`src/rtl/streaming_aggregate_accumulator_defines.svh`:
```
// assertion macros shared by the accumulator rtl
`ifndef STREAMING_AGGREGATE_ACCUMULATOR_DEFINES_SVH
`define STREAMING_AGGREGATE_ACCUMULATOR_DEFINES_SVH
`ifndef SYNTHESIS
`define SAA_ASSERT(lbl, prop, msg) \
	lbl: assert property (@(posedge clk) disable iff (!arst_n) prop) else $error(msg);
`define SAA_ASSERT_NEXT(lbl, ante, cons, msg) \
	lbl: assert property (@(posedge clk) disable iff (!arst_n) (ante) |=> (cons)) else $error(msg);
`else
`define SAA_ASSERT(lbl, prop, msg)
`define SAA_ASSERT_NEXT(lbl, ante, cons, msg)
`endif
`endif

```
`src/rtl/saa_pkg.sv`:
```
// types, codes and saturating helpers for the aggregate accumulator
package saa_pkg;

	localparam int VAL_W  = 64;
	localparam int FRAC_W = 32;
	localparam int CNT_W  = 32;
	localparam int PROD_W = 128;

	localparam logic signed [VAL_W-1:0] VMAX = {1'b0, {(VAL_W-1){1'b1}}};
	localparam logic signed [VAL_W-1:0] VMIN = {1'b1, {(VAL_W-1){1'b0}}};
	localparam logic [CNT_W-1:0] CMAX = '1;

	// opcodes of an input beat
	localparam logic [2:0] OPC_ADD   = 3'd0;
	localparam logic [2:0] OPC_WAVG  = 3'd1;
	localparam logic [2:0] OPC_MERGE = 3'd2;
	localparam logic [2:0] OPC_READ  = 3'd3;
	localparam logic [2:0] OPC_CLEAR = 3'd4;

	// function modes
	localparam logic [3:0] MODE_COUNT    = 4'd0;
	localparam logic [3:0] MODE_SUM      = 4'd1;
	localparam logic [3:0] MODE_AVG      = 4'd2;
	localparam logic [3:0] MODE_MIN      = 4'd3;
	localparam logic [3:0] MODE_MAX      = 4'd4;
	localparam logic [3:0] MODE_STDDEV   = 4'd5;
	localparam logic [3:0] MODE_VARIANCE = 4'd6;
	localparam logic [3:0] MODE_DISTINCT = 4'd7;
	localparam logic [3:0] MODE_MEDIAN   = 4'd8;
	localparam logic [3:0] MODE_PCTILE   = 4'd9;
	localparam logic [3:0] MODE_FIRST    = 4'd10;
	localparam logic [3:0] MODE_LAST     = 4'd11;

	// result kinds
	localparam logic [1:0] KIND_FIXED = 2'd0;
	localparam logic [1:0] KIND_INT   = 2'd1;
	localparam logic [1:0] KIND_NULL  = 2'd2;

	typedef struct packed {
		logic [2:0]              opcode;
		logic signed [VAL_W-1:0] sample_value;
		logic [31:0]             weight;
		logic [62:0]             other_spread;
	} in_beat_t;

	typedef struct packed {
		logic signed [VAL_W-1:0] result_value;
		logic [1:0]              result_kind;
		logic                    saturated;
	} out_beat_t;

	typedef enum logic [1:0] {
		IT_MUL  = 2'd0,
		IT_DIV  = 2'd1,
		IT_ROOT = 2'd2
	} iter_op_t;

	typedef struct packed {
		logic     start;
		iter_op_t op;
	} iter_cmd_t;

	typedef struct packed {
		logic busy;
		logic done;
	} iter_stat_t;

	typedef struct packed {
		logic [VAL_W-1:0] val;
		logic             ovf;
	} sat_t;

	typedef struct packed {
		logic [CNT_W-1:0] cnt;
		logic             ovf;
	} cnt_sat_t;

	function automatic logic [VAL_W-1:0] mag(input logic [VAL_W-1:0] x);
		return x[VAL_W-1] ? (~x + VAL_W'(1)) : x;
	endfunction

	function automatic sat_t sat_add(input logic [VAL_W-1:0] a, input logic [VAL_W-1:0] b);
		logic [VAL_W:0] s;
		sat_t r;
		s = {a[VAL_W-1], a} + {b[VAL_W-1], b};
		r.ovf = s[VAL_W] ^ s[VAL_W-1];
		r.val = r.ovf ? (s[VAL_W] ? VMIN : VMAX) : s[VAL_W-1:0];
		return r;
	endfunction

	function automatic sat_t sat_sub(input logic [VAL_W-1:0] a, input logic [VAL_W-1:0] b);
		logic [VAL_W:0] s;
		sat_t r;
		s = {a[VAL_W-1], a} - {b[VAL_W-1], b};
		r.ovf = s[VAL_W] ^ s[VAL_W-1];
		r.val = r.ovf ? (s[VAL_W] ? VMIN : VMAX) : s[VAL_W-1:0];
		return r;
	endfunction

	// signed value from a sign and a wide magnitude
	function automatic sat_t from_mag(input logic neg, input logic hi_nz,
			input logic [VAL_W-1:0] lo);
		sat_t r;
		if (neg) begin
			r.ovf = hi_nz || (lo > {1'b1, {(VAL_W-1){1'b0}}});
			r.val = r.ovf ? VMIN : (~lo + VAL_W'(1));
		end else begin
			r.ovf = hi_nz || lo[VAL_W-1];
			r.val = r.ovf ? VMAX : lo;
		end
		return r;
	endfunction

	function automatic cnt_sat_t add_count(input logic [CNT_W-1:0] c, input logic [31:0] w);
		logic [CNT_W:0] t;
		cnt_sat_t r;
		t = {1'b0, c} + {1'b0, w};
		r.ovf = t[CNT_W];
		r.cnt = t[CNT_W] ? CMAX : t[CNT_W-1:0];
		return r;
	endfunction

endpackage

```
`src/rtl/saa_iter.sv`:
```
// shared bit-serial multiply, restoring divide and digit square root unit
module saa_iter (
	input  logic                clk,
	input  logic                arst_n,
	input  saa_pkg::iter_cmd_t  cmd,
	input  logic [127:0]        opa,
	input  logic [63:0]         opb,
	output logic [127:0]        res,
	output saa_pkg::iter_stat_t stat
);

	saa_pkg::iter_op_t op_q;
	logic        busy_q;
	logic        done_q;
	logic [6:0]  cnt_q;
	logic [127:0] x_q;
	logic [63:0] b_q;
	logic [66:0] r_q;

	logic [64:0]  mul_sum;
	logic [64:0]  div_sh;
	logic         div_ge;
	logic [64:0]  div_rem;
	logic [66:0]  root_sh;
	logic [66:0]  root_trial;
	logic         root_ge;
	logic [66:0]  root_rem;

	// one step of each operation
	always_comb begin
		mul_sum    = {1'b0, x_q[127:64]} + (x_q[0] ? {1'b0, b_q} : 65'd0);
		div_sh     = {r_q[63:0], x_q[127]};
		div_ge     = div_sh >= {1'b0, b_q};
		div_rem    = div_ge ? (div_sh - {1'b0, b_q}) : div_sh;
		root_sh    = {r_q[64:0], x_q[127:126]};
		root_trial = {1'b0, b_q, 2'b01};
		root_ge    = root_sh >= root_trial;
		root_rem   = root_ge ? (root_sh - root_trial) : root_sh;
	end

	// step counter and handshake
	always_ff @(posedge clk or negedge arst_n) begin
		if (!arst_n) begin
			op_q   <= saa_pkg::IT_MUL;
			busy_q <= 1'b0;
			done_q <= 1'b0;
			cnt_q  <= '0;
		end else begin
			done_q <= 1'b0;
			if (cmd.start) begin
				op_q   <= cmd.op;
				busy_q <= 1'b1;
				cnt_q  <= (cmd.op == saa_pkg::IT_DIV) ? 7'd127 : 7'd63;
			end else if (busy_q) begin
				cnt_q <= cnt_q - 7'd1;
				if (cnt_q == 7'd0) begin
					busy_q <= 1'b0;
					done_q <= 1'b1;
				end
			end
		end
	end

	// operand and result registers
	always_ff @(posedge clk) begin
		if (cmd.start) begin
			x_q <= (cmd.op == saa_pkg::IT_MUL) ? {64'd0, opa[63:0]} : opa;
			b_q <= (cmd.op == saa_pkg::IT_ROOT) ? 64'd0 : opb;
			r_q <= '0;
		end else if (busy_q) begin
			unique case (op_q)
				saa_pkg::IT_MUL: begin
					x_q <= {mul_sum, x_q[63:1]};
				end
				saa_pkg::IT_DIV: begin
					x_q <= {x_q[126:0], div_ge};
					r_q <= {3'd0, div_rem[63:0]};
				end
				saa_pkg::IT_ROOT: begin
					x_q <= {x_q[125:0], 2'b00};
					b_q <= {b_q[62:0], root_ge};
					r_q <= root_rem;
				end
				default: begin
					x_q <= x_q;
				end
			endcase
		end
	end

	assign res       = (op_q == saa_pkg::IT_ROOT) ? {64'd0, b_q} : x_q;
	assign stat.busy = busy_q;
	assign stat.done = done_q;

endmodule

```
`config.mk`:
```
export PLATFORM = sky130hd
export DESIGN_NAME = saa_iter
export DESIGN_NICKNAME = d
export VERILOG_FILES = /design/src/rtl/streaming_aggregate_accumulator_defines.svh /design/src/rtl/saa_pkg.sv /design/src/rtl/saa_iter.sv
export SDC_FILE = /design/constraint.sdc
export NUM_CORES = 1
export LEC_CHECK = 0
export BUFFER_PORTS_ARGS = -buffer_cell sky130_fd_sc_hd__buf_2
export CAP_MARGIN = 25
export CORE_ASPECT_RATIO = 2
export CORE_UTILIZATION = 40
export DETAILED_ROUTE_END_ITERATION = 8
export PLACE_DENSITY = 0.61
export SYNTH_ARGS = -nofsm -noshare
export SYNTH_HDL_FRONTEND = slang
export SYNTH_SLANG_ARGS = --single-unit
```
`constraint.sdc`:
```
create_clock -name clk -period 5.3 [get_ports clk]
set_input_delay 1.06 -clock clk [delete_from_list [all_inputs] [get_ports clk]]
set_output_delay 1.06 -clock clk [all_outputs]
set_load 0.005 [all_outputs]
```
==> summary.txt <==
Yosys
  – Most common cell in the netlist: nand2_1
  – Post-synth top flop: edfxtp_1
  – Mapped Nets: 3714
  – Commonest cells post-synth: nand2_1, a21oi_1, o21ai_0
  – EDFF count, synth: 192
  – Flops & latches, synth: 268
  – Seq/Total Area, Yosys: 27.29%
  – Unique cell type count in the Yosys netlist: 105
  – Synth top area share: 21.43%
  – Synth Cell Area: 26910 µm²
  – Synth Warn #: 0
  – Area contributors post-synth: edfxtp_1, ha_1, nand2_1, a21oi_1, dfxtp_1
  – Avg Synthesized Cell Area: 8.115 µm²
  – Leading area contributor after synthesis: edfxtp_1
  – Gate Count Post-Synth: 3316
  – Asr flop ratio synth: 4.104%

Timing
  – Final Setup Violations: 0
  – Max-slew headroom: 27.79%
  – Clock Skew: 0.01696 ns
  – Max-slew violation count: 0
  – RSZ-0062 raised after global routing: no
  – Worst-Margin Slew: 1.083 ns
  – Hold Vio Cnt, Final: 0
  – Hold Slack: 0.3245 ns
  – Minimum clock period: 5.054 ns
  – Setup_tns: 0 ns
  – Fmax: 0.1978 GHz
  – Period utilization: 95.37%

Worst setup path
  – CP startpoint kind: flop
  – Worst-path fanout max: 44
  – CP cell instances: buf_4 > and2_1 > ha_1 > nand2_1 > nor2_1 > and3_1 > o2111ai_1 > and3b_1 > o41a_1 > a31oi_2 > a31oi_1 > o31ai_2 > a21oi_1 > o21ai_0
  – Reg-to-reg slack, setup: 0.25 ns
  – Worst setup EP type: flop
  – CP required: 5.71 ns
  – WS Path Type: reg2reg
  – Worst Setup SP: x_q[0]$_DFFE_PP_
  – Delay of the slowest critical-path stage: 0.81 ns
  – Worst path arrival time: 5.46 ns
  – Crit-path slowest cell: edfxtp_1
  – Worst r2r src: x_q[0]$_DFFE_PP_

Floorplanning
  – # IOs: 327
  – Initial core utilization: 40.43%
  – Rows: 134
  – Die ar.: 68380 µm²
  – Die height: 368.8 µm
  – DIE WIDTH: 185.4 µm
  – Core ar.: 66560 µm²

Pwr
  – Flop pwr share: 26.0%
  – Comb pwr share: 57.1%
  – Clock group share of total power: 16.9%
  – Leakage: 12.89 nW
  – VDD IR max: 0.2316 mV
  – Total power: 12.99 mW
  – Power density over cell area: 430.9 nW/µm²
  – Switching Share: 47.43%
  – Sw power: 6.160 mW
  – Int Pwr: 6.827 mW

Min path
  – Min-delay worst type: in2async

CTS
  – Postcts setup bufs: 0
  – Htree depth: 1
  – Clk buf depth: 3
  – Root Buffer Master: clkbuf_16
  – Worst skew pair latency: 0.61 ns
  – Sink Count: 268
  – Clock transition at path regs: 0.07 ns
  – Number of buffers created by CTS: 29
  – CTS tree: done
  – Hold buffer count at CTS: 0
  – Post-CTS sizing: 0

Cells and area
  – Layout cells sized above 1: 15.99%
  – Layout fillers: 6772
  – Final net count: 3878
  – Area of the multi-input gates: 18170 µm²
  – Sequential Area: 7342 µm²
  – Area grow syn2layout: 12.01%

Global routing
  – Met1 Track Usage GR: 33.22%
  – Largest net degree at the start of global routing: 182
  – GRT Max-Usage Layer: met2
  – Met3 GRT Util: 3.710%
  – Met2 usage: 56.91%
  – First-pass GRT wire length: 162100 µm
  – Initial antenna violation count: 4
  – GRT Residual Overflow: 0
  – Total routing usage reported by global routing: 31.55%
  – Number of global-route vias before repair: 27310

Routing
  – Initial DRC count: 2225
  – Post-route ant nets: 0
  – Drt drc: 0
  – Router iterations before antenna repair: 5
  – Final WL: 111400 µm
  – Routed vias/inst: 6.290
  – Total number of vias: 27610
  – Wire length per cell: 25.37 µm

Placed design
  – RD Place Congestion: 0.9927
  – Port Buf Inserts: 326
  – Post-DP HPWL: 86820 µm

Flow run
  – Max-cap violations: 0

Run status
  – Status: finished, final reports clean
-- routing by layer --
metal | vias to the layer above | share of wire [%]
met2 | 1239 | 51
met4 | 0 | 7.7
li1 | 12710 | -
met1 | 13290 | 36
met3 | 374 | 5.8
met5 | - | 0
-- power by group through the flow --
| stage | logic [mW] | clock network (mW) | registers (mW) |
|---|---|---|---|
| 6_report | 7.41 | 2.19 | 3.38 |
| 5_1_grt | 7.99 | 2.30 | 3.41 |
| 4_1_cts | 7.29 | 2.22 | 3.35 |
| 3_5_place_dp | 7.25 | 0 | 3.40 |
| 3_3_place_gp | 7.24 | 0 | 3.39 |
| 2_1_floorplan | 5.25 | 0 | 3.12 |
-- layout make-up --
type	count	area share (%)
Antenna cell	4	0.03321
Inverter	126	1.573
Timing Repair Buffer	369	6.846
Clock inverter	14	0.5189
Clock buffer	39	2.703
Sequential cell	268	24.36
Multi-Input combinational cell	2686	60.30
Tap cell	884	3.670
-- registers in the layout (all words and copies together), names as in the netlist --
signal and count:
x_q 128, r_q 65, b_q 64, cnt_q 7, op_q 2, busy_q 1, done_q 1
-- kinds of logic (layout without fill, tap and decap cells) --
kind of cell,after synthesis,after routing,synth area share [%]
AO/OA/AOI/OAI,1207,1207,30.81
XOR/XNOR,180,180,5.859
adder cells (fa/ha/maj),201,201,9.402
buffers and inverters,362,548,5.468
flip-flops,268,268,27.29
multiplexers,87,87,3.576
other,0,4,0
AND/OR/NAND/NOR,1011,1011,17.60
-- worst paths after layout --
kind | endpoint | depth (start not counted)
max in group asynchronous | cnt_q[1]$_DFFE_PN0P_ | 1
worst max register to register | x_q[127]$_DFFE_PP_ | 14
min in group clk | r_q[23]$_SDFFE_PP0P_ | 2
worst min-delay path | op_q[0]$_DFFE_PN0P_ | 1
worst max-delay path | x_q[127]$_DFFE_PP_ | 14
worst min register to register | r_q[23]$_SDFFE_PP0P_ | 2
-- worst max-delay path, delay by kind of cell (launching register included) --
| kind | cells | cell delay (ns) |
|---|---|---|
| AOI/OAI and AO/OA | 7 | 1.82 |
| and+or+nand+nor | 5 | 1.44 |
| DFF | 1 | 0.81 |
| buffers and inverters | 1 | 0.54 |
| adders and majority gates | 1 | 0.22 |
-- cells in the final DEF (no fill, tap or decap), drive strengths merged, types with 57 or more instances in the layout --
cell,n
inv,126
o211ai,80
ha,199
xnor2,109
a21oi,271
xor2,71
buf,368
mux2,70
o31ai,82
o21ai,285
a221oi,74
nor2,183
and2,78
nor2b,90
nand2,435
nand4,57
edfxtp,192
a21o,119
dfxtp,65
-- metrics by stage --
stage / util (%) / cells / setup slack, ns / instance area (µm²)
6_report: 45.28 / 4390 / 0.2457 / 30140
4_1_cts: 45.26 / 4386 / 0.3462 / 30130
3_5_place_dp: 43.81 / 4333 / 0.3580 / 29160
2_1_floorplan: - / 3316 / 0.1744 / 26910
3_3_place_gp: 43.81 / 4333 / 0.4551 / 29160
5_1_grt: 45.28 / 4390 / 0.1029 / 30140
(Power assumes the default switching activity.)
