## src/rtl/streaming_aggregate_accumulator_defines.svh

```systemverilog
// assertion macros shared by the accumulator rtl
`ifndef STREAMING_AGGREGATE_ACCUMULATOR_DEFINES_SVH
`define STREAMING_AGGREGATE_ACCUMULATOR_DEFINES_SVH
`ifndef SYNTHESIS
`define SAA_ASSERT(lbl, prop, msg) \
	lbl: assert property (@(posedge clk) disable iff (!arst_n) prop) else $error(msg);
`define SAA_ASSERT_NEXT(lbl, ante, cons, msg) \
	lbl: assert property (@(posedge clk) disable iff (!arst_n) (ante) |=> (cons)) else $error(msg);
`else
`define SAA_ASSERT(lbl, prop, msg)
`define SAA_ASSERT_NEXT(lbl, ante, cons, msg)
`endif
`endif

```

## src/rtl/saa_pkg.sv

```systemverilog
// types, codes and saturating helpers for the aggregate accumulator
package saa_pkg;

	localparam int VAL_W  = 64;
	localparam int FRAC_W = 32;
	localparam int CNT_W  = 32;
	localparam int PROD_W = 128;

	localparam logic signed [VAL_W-1:0] VMAX = {1'b0, {(VAL_W-1){1'b1}}};
	localparam logic signed [VAL_W-1:0] VMIN = {1'b1, {(VAL_W-1){1'b0}}};
	localparam logic [CNT_W-1:0] CMAX = '1;

	// opcodes of an input beat
	localparam logic [2:0] OPC_ADD   = 3'd0;
	localparam logic [2:0] OPC_WAVG  = 3'd1;
	localparam logic [2:0] OPC_MERGE = 3'd2;
	localparam logic [2:0] OPC_READ  = 3'd3;
	localparam logic [2:0] OPC_CLEAR = 3'd4;

	// function modes
	localparam logic [3:0] MODE_COUNT    = 4'd0;
	localparam logic [3:0] MODE_SUM      = 4'd1;
	localparam logic [3:0] MODE_AVG      = 4'd2;
	localparam logic [3:0] MODE_MIN      = 4'd3;
	localparam logic [3:0] MODE_MAX      = 4'd4;
	localparam logic [3:0] MODE_STDDEV   = 4'd5;
	localparam logic [3:0] MODE_VARIANCE = 4'd6;
	localparam logic [3:0] MODE_DISTINCT = 4'd7;
	localparam logic [3:0] MODE_MEDIAN   = 4'd8;
	localparam logic [3:0] MODE_PCTILE   = 4'd9;
	localparam logic [3:0] MODE_FIRST    = 4'd10;
	localparam logic [3:0] MODE_LAST     = 4'd11;

	// result kinds
	localparam logic [1:0] KIND_FIXED = 2'd0;
	localparam logic [1:0] KIND_INT   = 2'd1;
	localparam logic [1:0] KIND_NULL  = 2'd2;

	typedef struct packed {
		logic [2:0]              opcode;
		logic signed [VAL_W-1:0] sample_value;
		logic [31:0]             weight;
		logic [62:0]             other_spread;
	} in_beat_t;

	typedef struct packed {
		logic signed [VAL_W-1:0] result_value;
		logic [1:0]              result_kind;
		logic                    saturated;
	} out_beat_t;

	typedef enum logic [1:0] {
		IT_MUL  = 2'd0,
		IT_DIV  = 2'd1,
		IT_ROOT = 2'd2
	} iter_op_t;

	typedef struct packed {
		logic     start;
		iter_op_t op;
	} iter_cmd_t;

	typedef struct packed {
		logic busy;
		logic done;
	} iter_stat_t;

	typedef struct packed {
		logic [VAL_W-1:0] val;
		logic             ovf;
	} sat_t;

	typedef struct packed {
		logic [CNT_W-1:0] cnt;
		logic             ovf;
	} cnt_sat_t;

	function automatic logic [VAL_W-1:0] mag(input logic [VAL_W-1:0] x);
		return x[VAL_W-1] ? (~x + VAL_W'(1)) : x;
	endfunction

	function automatic sat_t sat_add(input logic [VAL_W-1:0] a, input logic [VAL_W-1:0] b);
		logic [VAL_W:0] s;
		sat_t r;
		s = {a[VAL_W-1], a} + {b[VAL_W-1], b};
		r.ovf = s[VAL_W] ^ s[VAL_W-1];
		r.val = r.ovf ? (s[VAL_W] ? VMIN : VMAX) : s[VAL_W-1:0];
		return r;
	endfunction

	function automatic sat_t sat_sub(input logic [VAL_W-1:0] a, input logic [VAL_W-1:0] b);
		logic [VAL_W:0] s;
		sat_t r;
		s = {a[VAL_W-1], a} - {b[VAL_W-1], b};
		r.ovf = s[VAL_W] ^ s[VAL_W-1];
		r.val = r.ovf ? (s[VAL_W] ? VMIN : VMAX) : s[VAL_W-1:0];
		return r;
	endfunction

	// signed value from a sign and a wide magnitude
	function automatic sat_t from_mag(input logic neg, input logic hi_nz,
			input logic [VAL_W-1:0] lo);
		sat_t r;
		if (neg) begin
			r.ovf = hi_nz || (lo > {1'b1, {(VAL_W-1){1'b0}}});
			r.val = r.ovf ? VMIN : (~lo + VAL_W'(1));
		end else begin
			r.ovf = hi_nz || lo[VAL_W-1];
			r.val = r.ovf ? VMAX : lo;
		end
		return r;
	endfunction

	function automatic cnt_sat_t add_count(input logic [CNT_W-1:0] c, input logic [31:0] w);
		logic [CNT_W:0] t;
		cnt_sat_t r;
		t = {1'b0, c} + {1'b0, w};
		r.ovf = t[CNT_W];
		r.cnt = t[CNT_W] ? CMAX : t[CNT_W-1:0];
		return r;
	endfunction

endpackage

```

## src/rtl/saa_cfg.sv

```systemverilog
// apb register file holding the function mode
module saa_cfg (
	input  logic        clk,
	input  logic        arst_n,
	input  logic        psel,
	input  logic        penable,
	input  logic        pwrite,
	input  logic [2:0]  paddr,
	input  logic [31:0] pwdata,
	output logic [31:0] prdata,
	output logic        pready,
	output logic [3:0]  mode
);

	localparam logic REG_MODE = 1'b0;

	logic [3:0] mode_q;

	// register write on the access phase
	always_ff @(posedge clk or negedge arst_n) begin
		if (!arst_n) begin
			mode_q <= saa_pkg::MODE_SUM;
		end else if (psel && penable && pwrite && paddr[2] == REG_MODE) begin
			mode_q <= pwdata[3:0];
		end
	end

	assign prdata = (paddr[2] == REG_MODE) ? {28'd0, mode_q} : 32'd0;
	assign pready = 1'b1;
	assign mode   = mode_q;

endmodule

```

## config.mk

```make
export PLATFORM = sky130hd
export DESIGN_NAME = saa_cfg
export DESIGN_NICKNAME = d
export VERILOG_FILES = /design/src/rtl/streaming_aggregate_accumulator_defines.svh /design/src/rtl/saa_pkg.sv /design/src/rtl/saa_cfg.sv
export SDC_FILE = /design/constraint.sdc
export NUM_CORES = 1
export LEC_CHECK = 0
export BUFFER_PORTS_ARGS = -buffer_cell sky130_fd_sc_hd__buf_4
export CORE_MARGIN = 8
export CORE_UTILIZATION = 26
export DETAILED_ROUTE_END_ITERATION = 8
export PLACE_DENSITY = 0.79
export RECOVER_POWER = 100
export SKIP_LAST_GASP = 1
export SYNTH_ARGS = -nofsm -noshare
export SYNTH_HDL_FRONTEND = slang
export SYNTH_SLANG_ARGS = --single-unit
```

## constraint.sdc

```tcl
create_clock -name clk -period 1 [get_ports clk]
set_input_delay 0.25 -clock clk [delete_from_list [all_inputs] [get_ports clk]]
set_output_delay 0.25 -clock clk [all_outputs]
set_load 0.02 [all_outputs]
```

==> impl_metrics.tcl, run 1 <==
set metrics [dict create \
    die_width_um 56.69 \
    pre_cts_ws_ns -0.03010 \
    failed_checks "negative setup slack" \
    synthesis.yosys.warnings 0 \
    gp_routability_congestion 0.6394 \
    finalWirelength_um 1021 \
    async_reset_ff_frac 1.000 \
    post_synth_instance_area_um2 430.4 \
    critical_path.cell_chain "and2b_2 > buf_6" \
    syn2layout_area_growth_pct 26.16 \
    timing.clock.skew_ns 0 \
    synth-seq-area-share 0.2355 \
    fmax_mhz 787.8 \
    maximum_number_of_pins_on_one_net_before_global_route_repair 6 \
    ios 77 \
    max-cap-violations 0 \
    global_route_wire_length_before_repair_um 1718 \
    end_kind "output port" \
    slew_violations 0 \
    nNetsFinal 109 \
    floorplan.core_area_um2 1524 \
    critical_path.slowest_cell "dfstp_2" \
    syn-instance-count 44 \
    routed_via_density 3.429 \
    drtIter0Drc 2 \
    cell_with_the_most_instances_after_synthesis "buf_4" \
    cts_max_path_buffers 2 \
    first_pass_iters 2 \
    number_of_buffers_created_by_cts 3 \
    period_share 1.269 \
    num_antenna_cells 0 \
    fillCellCount 166 \
    synth_edf_count 0 \
    clock_sink_count 4 \
    setup.worst_path.class "reg -> out" \
    worst_skew_pair.late_latency_ns 0.24 \
    std_cell_rows 14 \
    wl_cell_um 12.15 \
    placement.io_buffers 17 \
    cts_tree "yes" \
    final_hold_violation_count 0 \
    powerDensity_nw_per_um2 1678 \
    timing.critical_path.max_delay_family "flip-flops" \
    min_hold_slack_ns 0.2280 \
    timing.critical_path.slowest_cell_delay_ns 0.52 \
    vias_in_the_first_global_route 376 \
    synth_commonest_cells "buf_4, and2b_2, mux2_2" \
    final_antenna_net_count 0 \
    post_route_worst_setup_slack_ns -0.2694 \
    critPathBufInv 1 \
    post_route_cells_drive_above_1_share 0.4412 \
    dieHeight_um 56.69 \
    ir_drop_uv 650.6 \
    remaining_drc_errors 0 \
    cp_data_required_time_ns 0.75 \
    largest_reg_flops 4 \
    initial_utilization 0.2824 \
    global_route.usage.total 0.06886 \
    post-synth-top-area-cell "buf_4" \
    num_vias 288 \
    dpl.hpwl_um 872.8 \
    layout_min_cycle_time_ns 1.269 \
    synth_seq_cells 4 \
    ctsHtreeMaxLevel 1 \
    globalRoute.totalOverflow 0 \
    leakagePower_nw 0.3101 \
    root_buffer "clkbuf_4" \
    yosysUniqueCellTypes 7 \
    setup_viol_count_final 8 \
    ys_dominant_reg_cell "dfrtp_1" \
    cp_data_arrival_time_ns 1.02 \
    floorplan.die_area_um2 3213 \
    rsz_0062_raised_after_global_routing "yes" \
    run_status "complete, but fails checks" \
    synth_top_cell_area_share 0.5058 \
    post_synth.cell_area_avg_um2 9.782 \
    crit_path_max_fanout 2 \
    synthTopCellsByArea "buf_4, dfrtp_1, mux2_2" \
    clkTransAtPathRegs_ns 0.05 \
    initial_antenna_violation_count 0 \
    timing.hold.worst.class "in -> reg" \
    cp-start-kind "flip-flop" \
]
## logic make-up after synthesis
kind of cell | after synthesis | synth area share
other | 2 | 0.01745
AND/OR/NAND/NOR | 5 | 0.1366
multiplexers | 4 | 0.1046
flip-flops | 4 | 0.2355
buffers and inverters | 29 | 0.5058
## where the power goes
| group | internal, mW | switching [mW] |
|---|---|---|
| clock | 0.151 | 0.0850 |
| sequential | 0.205 | 0.0170 |
| combinational | 0.196 | 0.258 |
| total | 0.551 | 0.360 |
## cell type report
| type | instances | area, um2 | area share |
|---|---|---|---|
| Clock buffer | 4 | 26.28 | 0.04839 |
| Tap cell | 16 | 20.02 | 0.03687 |
| Multi-Input combinational cell | 38 | 212.7 | 0.3917 |
| Sequential cell | 4 | 101.3 | 0.1866 |
| Timing Repair Buffer | 22 | 182.7 | 0.3364 |
## per-stage QoR
stage               utilization  cells  cell area [um2]  power, mW  TNS [ns]
global placement         0.3177     78            484.2     0.6279  -0.02191
finish                   0.3563     84            543.0     0.9109    -1.407
floorplan                     -     71            531.8     0.5419  -0.03439
detailed placement       0.3177     78            484.2     0.6352  -0.03012
CTS                      0.3736     84            569.3     0.9655    -1.545
global route             0.3563     84            543.0     0.9706    -1.733
## placed cells by master (no fill, tap or decap)
| cell type | netlist | routed |
|---|---|---|
| dfrtp_1 | 3 | 3 |
| mux2_2 | 4 | 4 |
| conb_1 | 2 | 29 |
| and2b_2 | 4 | 4 |
| nand4b_4 | 1 | 1 |
| clkbuf_1 | 0 | 5 |
| buf_6 | 0 | 8 |
| clkbuf_4 | 0 | 3 |
| buf_4 | 29 | 9 |
| dfstp_2 | 1 | 1 |
| dlygate4sd3_1 | 0 | 1 |
## path summary, 6_finish.rpt
check                                       to  depth (start not counted)  slack [ns]           startpoint
setup / recovery                     prdata[0]                          2       -0.27  mode[0]$_DFFE_PN1P_
hold / removal             mode[1]$_DFFE_PN0P_                          2        0.23            pwdata[1]
setup reg to reg           mode[2]$_DFFE_PN0P_                          2        0.14  mode[2]$_DFFE_PN0P_
hold reg to reg            mode[3]$_DFFE_PN0P_                          2        0.65  mode[3]$_DFFE_PN0P_
max in group asynchronous  mode[0]$_DFFE_PN1P_                          2        0.36               arst_n
min in group asynchronous  mode[1]$_DFFE_PN0P_                          2        0.37               arst_n
## metal layers
layer / GRT usage / vias to the layer above / share of wire / wire, um
li1: - / 125 / - / -
met3: 0.09888 / 3 / 0.31 / 319
met2: 0.09561 / 36 / 0.43 / 439
met4: 0.05155 / 0 / 0.028 / 29
met1: 0.04167 / 124 / 0.23 / 233
met5: 0 / - / 0 / 0
## what timing repair did
action	in CTS	in global routing
resized for setup	11	0
hold buffers	1	0
endpoints found under the hold margin	4	0
setup endpoints to repair	8	8
buffers inserted	1	0
No activity file was read; power rests on OpenSTA's default activity.
==> inputs of run 2 (changes only) <==
--- a/config.mk
+++ b/config.mk
@@ -6,11 +6,10 @@
 export NUM_CORES = 1
 export LEC_CHECK = 0
 export BUFFER_PORTS_ARGS = -buffer_cell sky130_fd_sc_hd__buf_4
-export CORE_MARGIN = 8
 export CORE_UTILIZATION = 26
 export DETAILED_ROUTE_END_ITERATION = 8
 export PLACE_DENSITY = 0.79
-export RECOVER_POWER = 100
+export RECOVER_POWER = 25
 export SKIP_LAST_GASP = 1
 export SYNTH_ARGS = -nofsm -noshare
 export SYNTH_HDL_FRONTEND = slang
==> impl_metrics.tcl, run 2 (synthesized netlist as in run 1, its figures left out) <==
set metrics [dict create \
    run_status "complete, but fails checks" \
    failed_checks "negative setup slack" \
    routed_wire_length_on_met2_um 401 \
    num_vias 288 \
    dpl.hpwl_um 607.7 \
    ctsHtreeMaxLevel 1 \
    vias_in_the_first_global_route 277 \
    wl_cell_um 9.369 \
    timing.hold.worst_path_depth 2 \
    regToRegEndpoint "mode[3]$_DFFE_PN0P_" \
    ios 77 \
    final_hold_violation_count 0 \
    final_antenna_net_count 0 \
    met3RoutedLength_um 135 \
    ir_drop_uv 1102 \
    gp_routability_congestion 0.6657 \
    clkTransAtPathRegs_ns 0.05 \
    slew_violations 0 \
    post_route_worst_setup_slack_ns -0.2818 \
    remaining_drc_errors 0 \
    layout_min_cycle_time_ns 1.282 \
    leakagePower_nw 0.3248 \
    max-cap-violations 0 \
    cp_data_arrival_time_ns 1.03 \
    cp-start-kind "flip-flop" \
    timing.reg2reg.setup_slack_ns 0.12 \
    timing.clock.skew_ns 0 \
    most-common-layout-cells "conb_1, buf_6, buf_4" \
    rsz_0062_raised_after_global_routing "yes" \
    rr_startpoint "mode[3]$_DFFE_PN0P_" \
    dieHeight_um 42.69 \
    critical_path.slowest_cell "dfstp_2" \
    setup_tns_ns -1.492 \
    routed_via_density 3.429 \
    setup.worst_path.class "reg -> out" \
    min_hold_slack_ns 0.2344 \
    cts_tree "yes" \
    nNetsFinal 109 \
    cts_max_path_buffers 2 \
    drt-met1-wl_um 218 \
    largest_reg_flops 4 \
    timing.critical_path.slowest_cell_delay_ns 0.51 \
    initial_antenna_violation_count 0 \
    timing.hold.worst.class "in -> reg" \
    cp_data_required_time_ns 0.75 \
    std_cell_rows 14 \
    fmax_mhz 780.1 \
    post_route_cells_drive_above_1_share 0.4853 \
    initial_utilization 0.2824 \
    number_of_buffers_created_by_cts 3 \
    syn2layout_area_growth_pct 31.40 \
    first_pass_iters 1 \
    maximum_number_of_pins_on_one_net_before_global_route_repair 6 \
    crit_path_max_fanout 2 \
    finalWirelength_um 787 \
    global_route_wire_length_before_repair_um 1173 \
    period_share 1.282 \
    end_kind "output port" \
    num_antenna_cells 0 \
    worst_skew_pair.late_latency_ns 0.24 \
    critPathBufInv 1 \
    root_buffer "clkbuf_4" \
    timing.reg2reg.worst_path_depth 2 \
    hp-start "pwdata[2]" \
    floorplan.die_area_um2 1822 \
    drtIter0Drc 0 \
    top_signal_layer_used "met4" \
    clock_sink_count 4 \
    global_route.usage.total 0.1012 \
    most_common_cell_after_layout_fill_and_taps_aside "conb_1" \
    powerDensity_nw_per_um2 1680 \
    placement.io_buffers 17 \
    critical_path.cell_chain "and2b_2 > buf_6" \
    worst_min_delay_path_endpoint "mode[2]$_DFFE_PN0P_" \
    setup_viol_count_final 8 \
    floorplan.core_area_um2 1524 \
    timing.critical_path.max_delay_family "flip-flops" \
    die_width_um 42.69 \
    globalRoute.totalOverflow 0 \
]
[run 2: cell types whose count changed in the layout (fill, tap and decap cells not counted)]
cell,delta
clkbuf_1,-3
buf_6,+3
[run 2: power breakdown]
group | leakage, nW | internal, mW | switching, mW
Clock | 0.0150 | 0.151 | 0.0814
Sequential | 0.0465 | 0.205 | 0.0220
Combinational | 0.263 | 0.234 | 0.257
[run 2: stage by stage]
step	power [mW]	area (um2)	utilization	instances	setup slack, ns
2_1_floorplan	0.5419	531.8	-	71	-0.03439
4_1_cts	0.9632	569.3	0.3736	84	-0.2923
5_1_grt	0.9912	565.5	0.3711	84	-0.3018
6_report	0.9501	565.5	0.3711	84	-0.2818
3_3_place_gp	0.6223	484.2	0.3177	78	-0.02433
3_5_place_dp	0.6333	484.2	0.3177	78	-0.05820
[run 2: cell type report]
type,instances,area (um2)
fillers,150,958.4
repair buffers,22,205.2
clock buffers,4,26.28
well taps,16,20.02
multi-input cells,38,212.7
flip-flops and latches,4,101.3
[run 2: per-layer routing]
layer / up-vias / track usage
li1: 127 / -
met1: 122 / 0.07349
met2: 37 / 0.1636
met3: 2 / 0.05106
met4: 0 / 0.1313
met5: - / 0
[run 2: worst max-delay path by stage]
stage / slack (ns) / endpoint / start / cells after the start
finish: -0.28 / prdata[0] / mode[0]$_DFFE_PN1P_ / 2
global route: -0.30 / prdata[0] / mode[0]$_DFFE_PN1P_ / 2
CTS: -0.29 / prdata[0] / mode[0]$_DFFE_PN1P_ / 2
detailed placement: -0.06 / prdata[0] / mode[0]$_DFFE_PN1P_ / 2
global placement: -0.02 / prdata[0] / mode[0]$_DFFE_PN1P_ / 2
floorplan: -0.03 / prdata[0] / mode[0]$_DFFE_PN1P_ / 1
[run 2: timing repair]
action	4_1_cts	5_1_grt
endpoints found under the setup margin	8	8
endpoints found under the hold margin	4	0
setup buffers	1	0
gates resized for setup	11	0
hold buffers	1	0
==> inputs of run 3 (changes only) <==
--- a/config.mk
+++ b/config.mk
@@ -6,6 +6,7 @@
 export NUM_CORES = 1
 export LEC_CHECK = 0
 export BUFFER_PORTS_ARGS = -buffer_cell sky130_fd_sc_hd__buf_4
+export CORE_ASPECT_RATIO = 0.8
 export CORE_UTILIZATION = 26
 export DETAILED_ROUTE_END_ITERATION = 8
 export PLACE_DENSITY = 0.79
==> impl_metrics.tcl, run 3 (synthesized netlist as in run 1, its figures left out) <==
set metrics [dict create \
    dieHeight_um 38.39 \
    post_route_cells_drive_above_1_share 0.4928 \
    floorplan.die_area_um2 1823 \
    pre_cts_ws_ns -0.02349 \
    max-cap-violations 0 \
    crit_path_max_fanout 2 \
    rr_startpoint "mode[1]$_DFFE_PN0P_" \
    setup.worst_path.class "reg -> out" \
    timing.hold.worst_path_depth 2 \
    root_buffer "clkbuf_4" \
    cp_data_arrival_time_ns 1.01 \
    layout_min_cycle_time_ns 1.261 \
    powerDensity_nw_per_um2 1637 \
    floorplan.core_area_um2 1471 \
    placement.io_buffers 17 \
    setup_viol_count_final 8 \
    timing.clock.skew_ns 0 \
    post_route_worst_setup_slack_ns -0.2610 \
    global_route.usage.total 0.08594 \
    power_report.internal_total_uw 599.3 \
    worst_skew_pair.late_latency_ns 0.23 \
    first_pass_iters 1 \
    setup_tns_ns -1.393 \
    num_antenna_cells 0 \
    vias_in_the_first_global_route 217 \
    wl_cell_um 8.278 \
    remaining_drc_errors 0 \
    timing.critical_path.slowest_cell_delay_ns 0.52 \
    hp-start "pwdata[1]" \
    cp_data_required_time_ns 0.75 \
    dpl.hpwl_um 602.5 \
    post-route-cell-area_um2 579.3 \
    routed_via_density 3.111 \
    cts_max_path_buffers 2 \
    largest_reg_flops 4 \
    post-route-util 0.3937 \
    p_sw_frac 0.3680 \
    slew_violations 0 \
    timing.reg2reg.worst_path_depth 3 \
    ios 77 \
    period_share 1.261 \
    initial_antenna_violation_count 0 \
    ir_drop_uv 637.1 \
    placed_cell_area_um2 490.5 \
    most_common_cell_after_layout_fill_and_taps_aside "conb_1" \
    timing.critical_path.max_delay_family "flip-flops" \
    number_of_buffers_created_by_cts 3 \
    gp_routability_congestion 0.5885 \
    run_status "complete, but fails checks" \
    finalWirelength_um 745 \
    most-common-layout-cells "conb_1, buf_6, buf_4" \
    drtIter0Drc 0 \
    std_cell_rows 12 \
    share_clk_of_total_power 0.235 \
    power.total_uw 948.2 \
    num_vias 280 \
    nNetsFinal 110 \
    setup.worst_path.start "mode[0]$_DFFE_PN1P_" \
    crit_cells 2 \
    ctsHtreeMaxLevel 1 \
    fmax_mhz 793.0 \
    seq_power_share 0.241 \
    failed_checks "negative setup slack" \
    final_antenna_net_count 0 \
    syn2layout_area_growth_pct 34.59 \
    power_frac_comb 0.525 \
    die_width_um 47.49 \
    cp-start-kind "flip-flop" \
    global_route_wire_length_before_repair_um 945 \
    clkTransAtPathRegs_ns 0.04 \
    end_kind "output port" \
    rsz_0062_raised_after_global_routing "yes" \
    critPathBufInv 1 \
    globalRoute.totalOverflow 0 \
    clock_sink_count 4 \
    leakagePower_nw 0.3297 \
    maximum_number_of_pins_on_one_net_before_global_route_repair 6 \
    critical_path.slowest_cell "dfstp_2" \
    final_hold_violation_count 0 \
    critical_path.cell_chain "and2b_2 > buf_6" \
    net_load_switching_power_uw 349.0 \
    timing.hold.worst.class "in -> reg" \
    initial_utilization 0.2925 \
    cts_tree "yes" \
]
-- run 3: cell types whose count changed in the layout (fill, tap and decap cells not counted), sizes merged --
cell | previous run | this run
buf | 20 | 21
-- run 3: cell type report --
type | instances | area, um2
clock buffer | 4 | 26.28
timing repair buffer | 23 | 212.7
multi-input combinational | 38 | 212.7
tap | 21 | 26.28
sequential | 4 | 101.3
fill | 146 | 892.1
-- run 3: timing repair --
action | in CTS | in global routing
setup buffers | 1 | 1
resized for setup | 11 | 0
endpoints found under the hold margin | 4 | 0
pin swaps | 0 | 0
hold buffers | 1 | 0
setup endpoints to repair | 8 | 8
-- run 3: worst register-to-register path: stages (launching register included) --
cell and delay [ns]:
dfrtp_1 0.38, buf_6 0.12, buf_4 0.12, mux2_2 0.25
-- run 3: power groups by stage --
stage / sequential (mW) / combinational [mW] / clock, mW
2_1_floorplan: 0.274 / 0.268 / 0
3_3_place_gp: 0.226 / 0.398 / 0
3_5_place_dp: 0.227 / 0.404 / 0
4_1_cts: 0.228 / 0.487 / 0.227
5_1_grt: 0.232 / 0.528 / 0.246
6_report: 0.228 / 0.497 / 0.222
-- run 3: routing by layer --
layer | wire length (um) | vias up | GRT usage
met5 | 0 | - | 0
met4 | 8 | 0 | 0.04286
met3 | 54 | 2 | 0.04245
met2 | 483 | 21 | 0.1678
met1 | 200 | 128 | 0.06761
li1 | - | 129 | -
-- run 3: final timing paths --
kind | slack, ns | to
min reg2reg | 0.62 | mode[3]$_DFFE_PN0P_
max in group asynchronous | 0.34 | mode[0]$_DFFE_PN1P_
max | -0.26 | prdata[0]
min | 0.25 | mode[1]$_DFFE_PN0P_
min in group asynchronous | 0.41 | mode[1]$_DFFE_PN0P_
max reg2reg | 0.01 | mode[1]$_DFFE_PN0P_
-- run 3: through the flow --
| step | std cells | hold slack [ns] |
|---|---|---|
| finish | 90 | 0.2469 |
| detailed placement | 83 | 0.04956 |
| CTS | 89 | 0.2445 |
| global route | 90 | 0.2338 |
| global placement | 83 | 0.04743 |
| floorplan | 71 | -0.04559 |
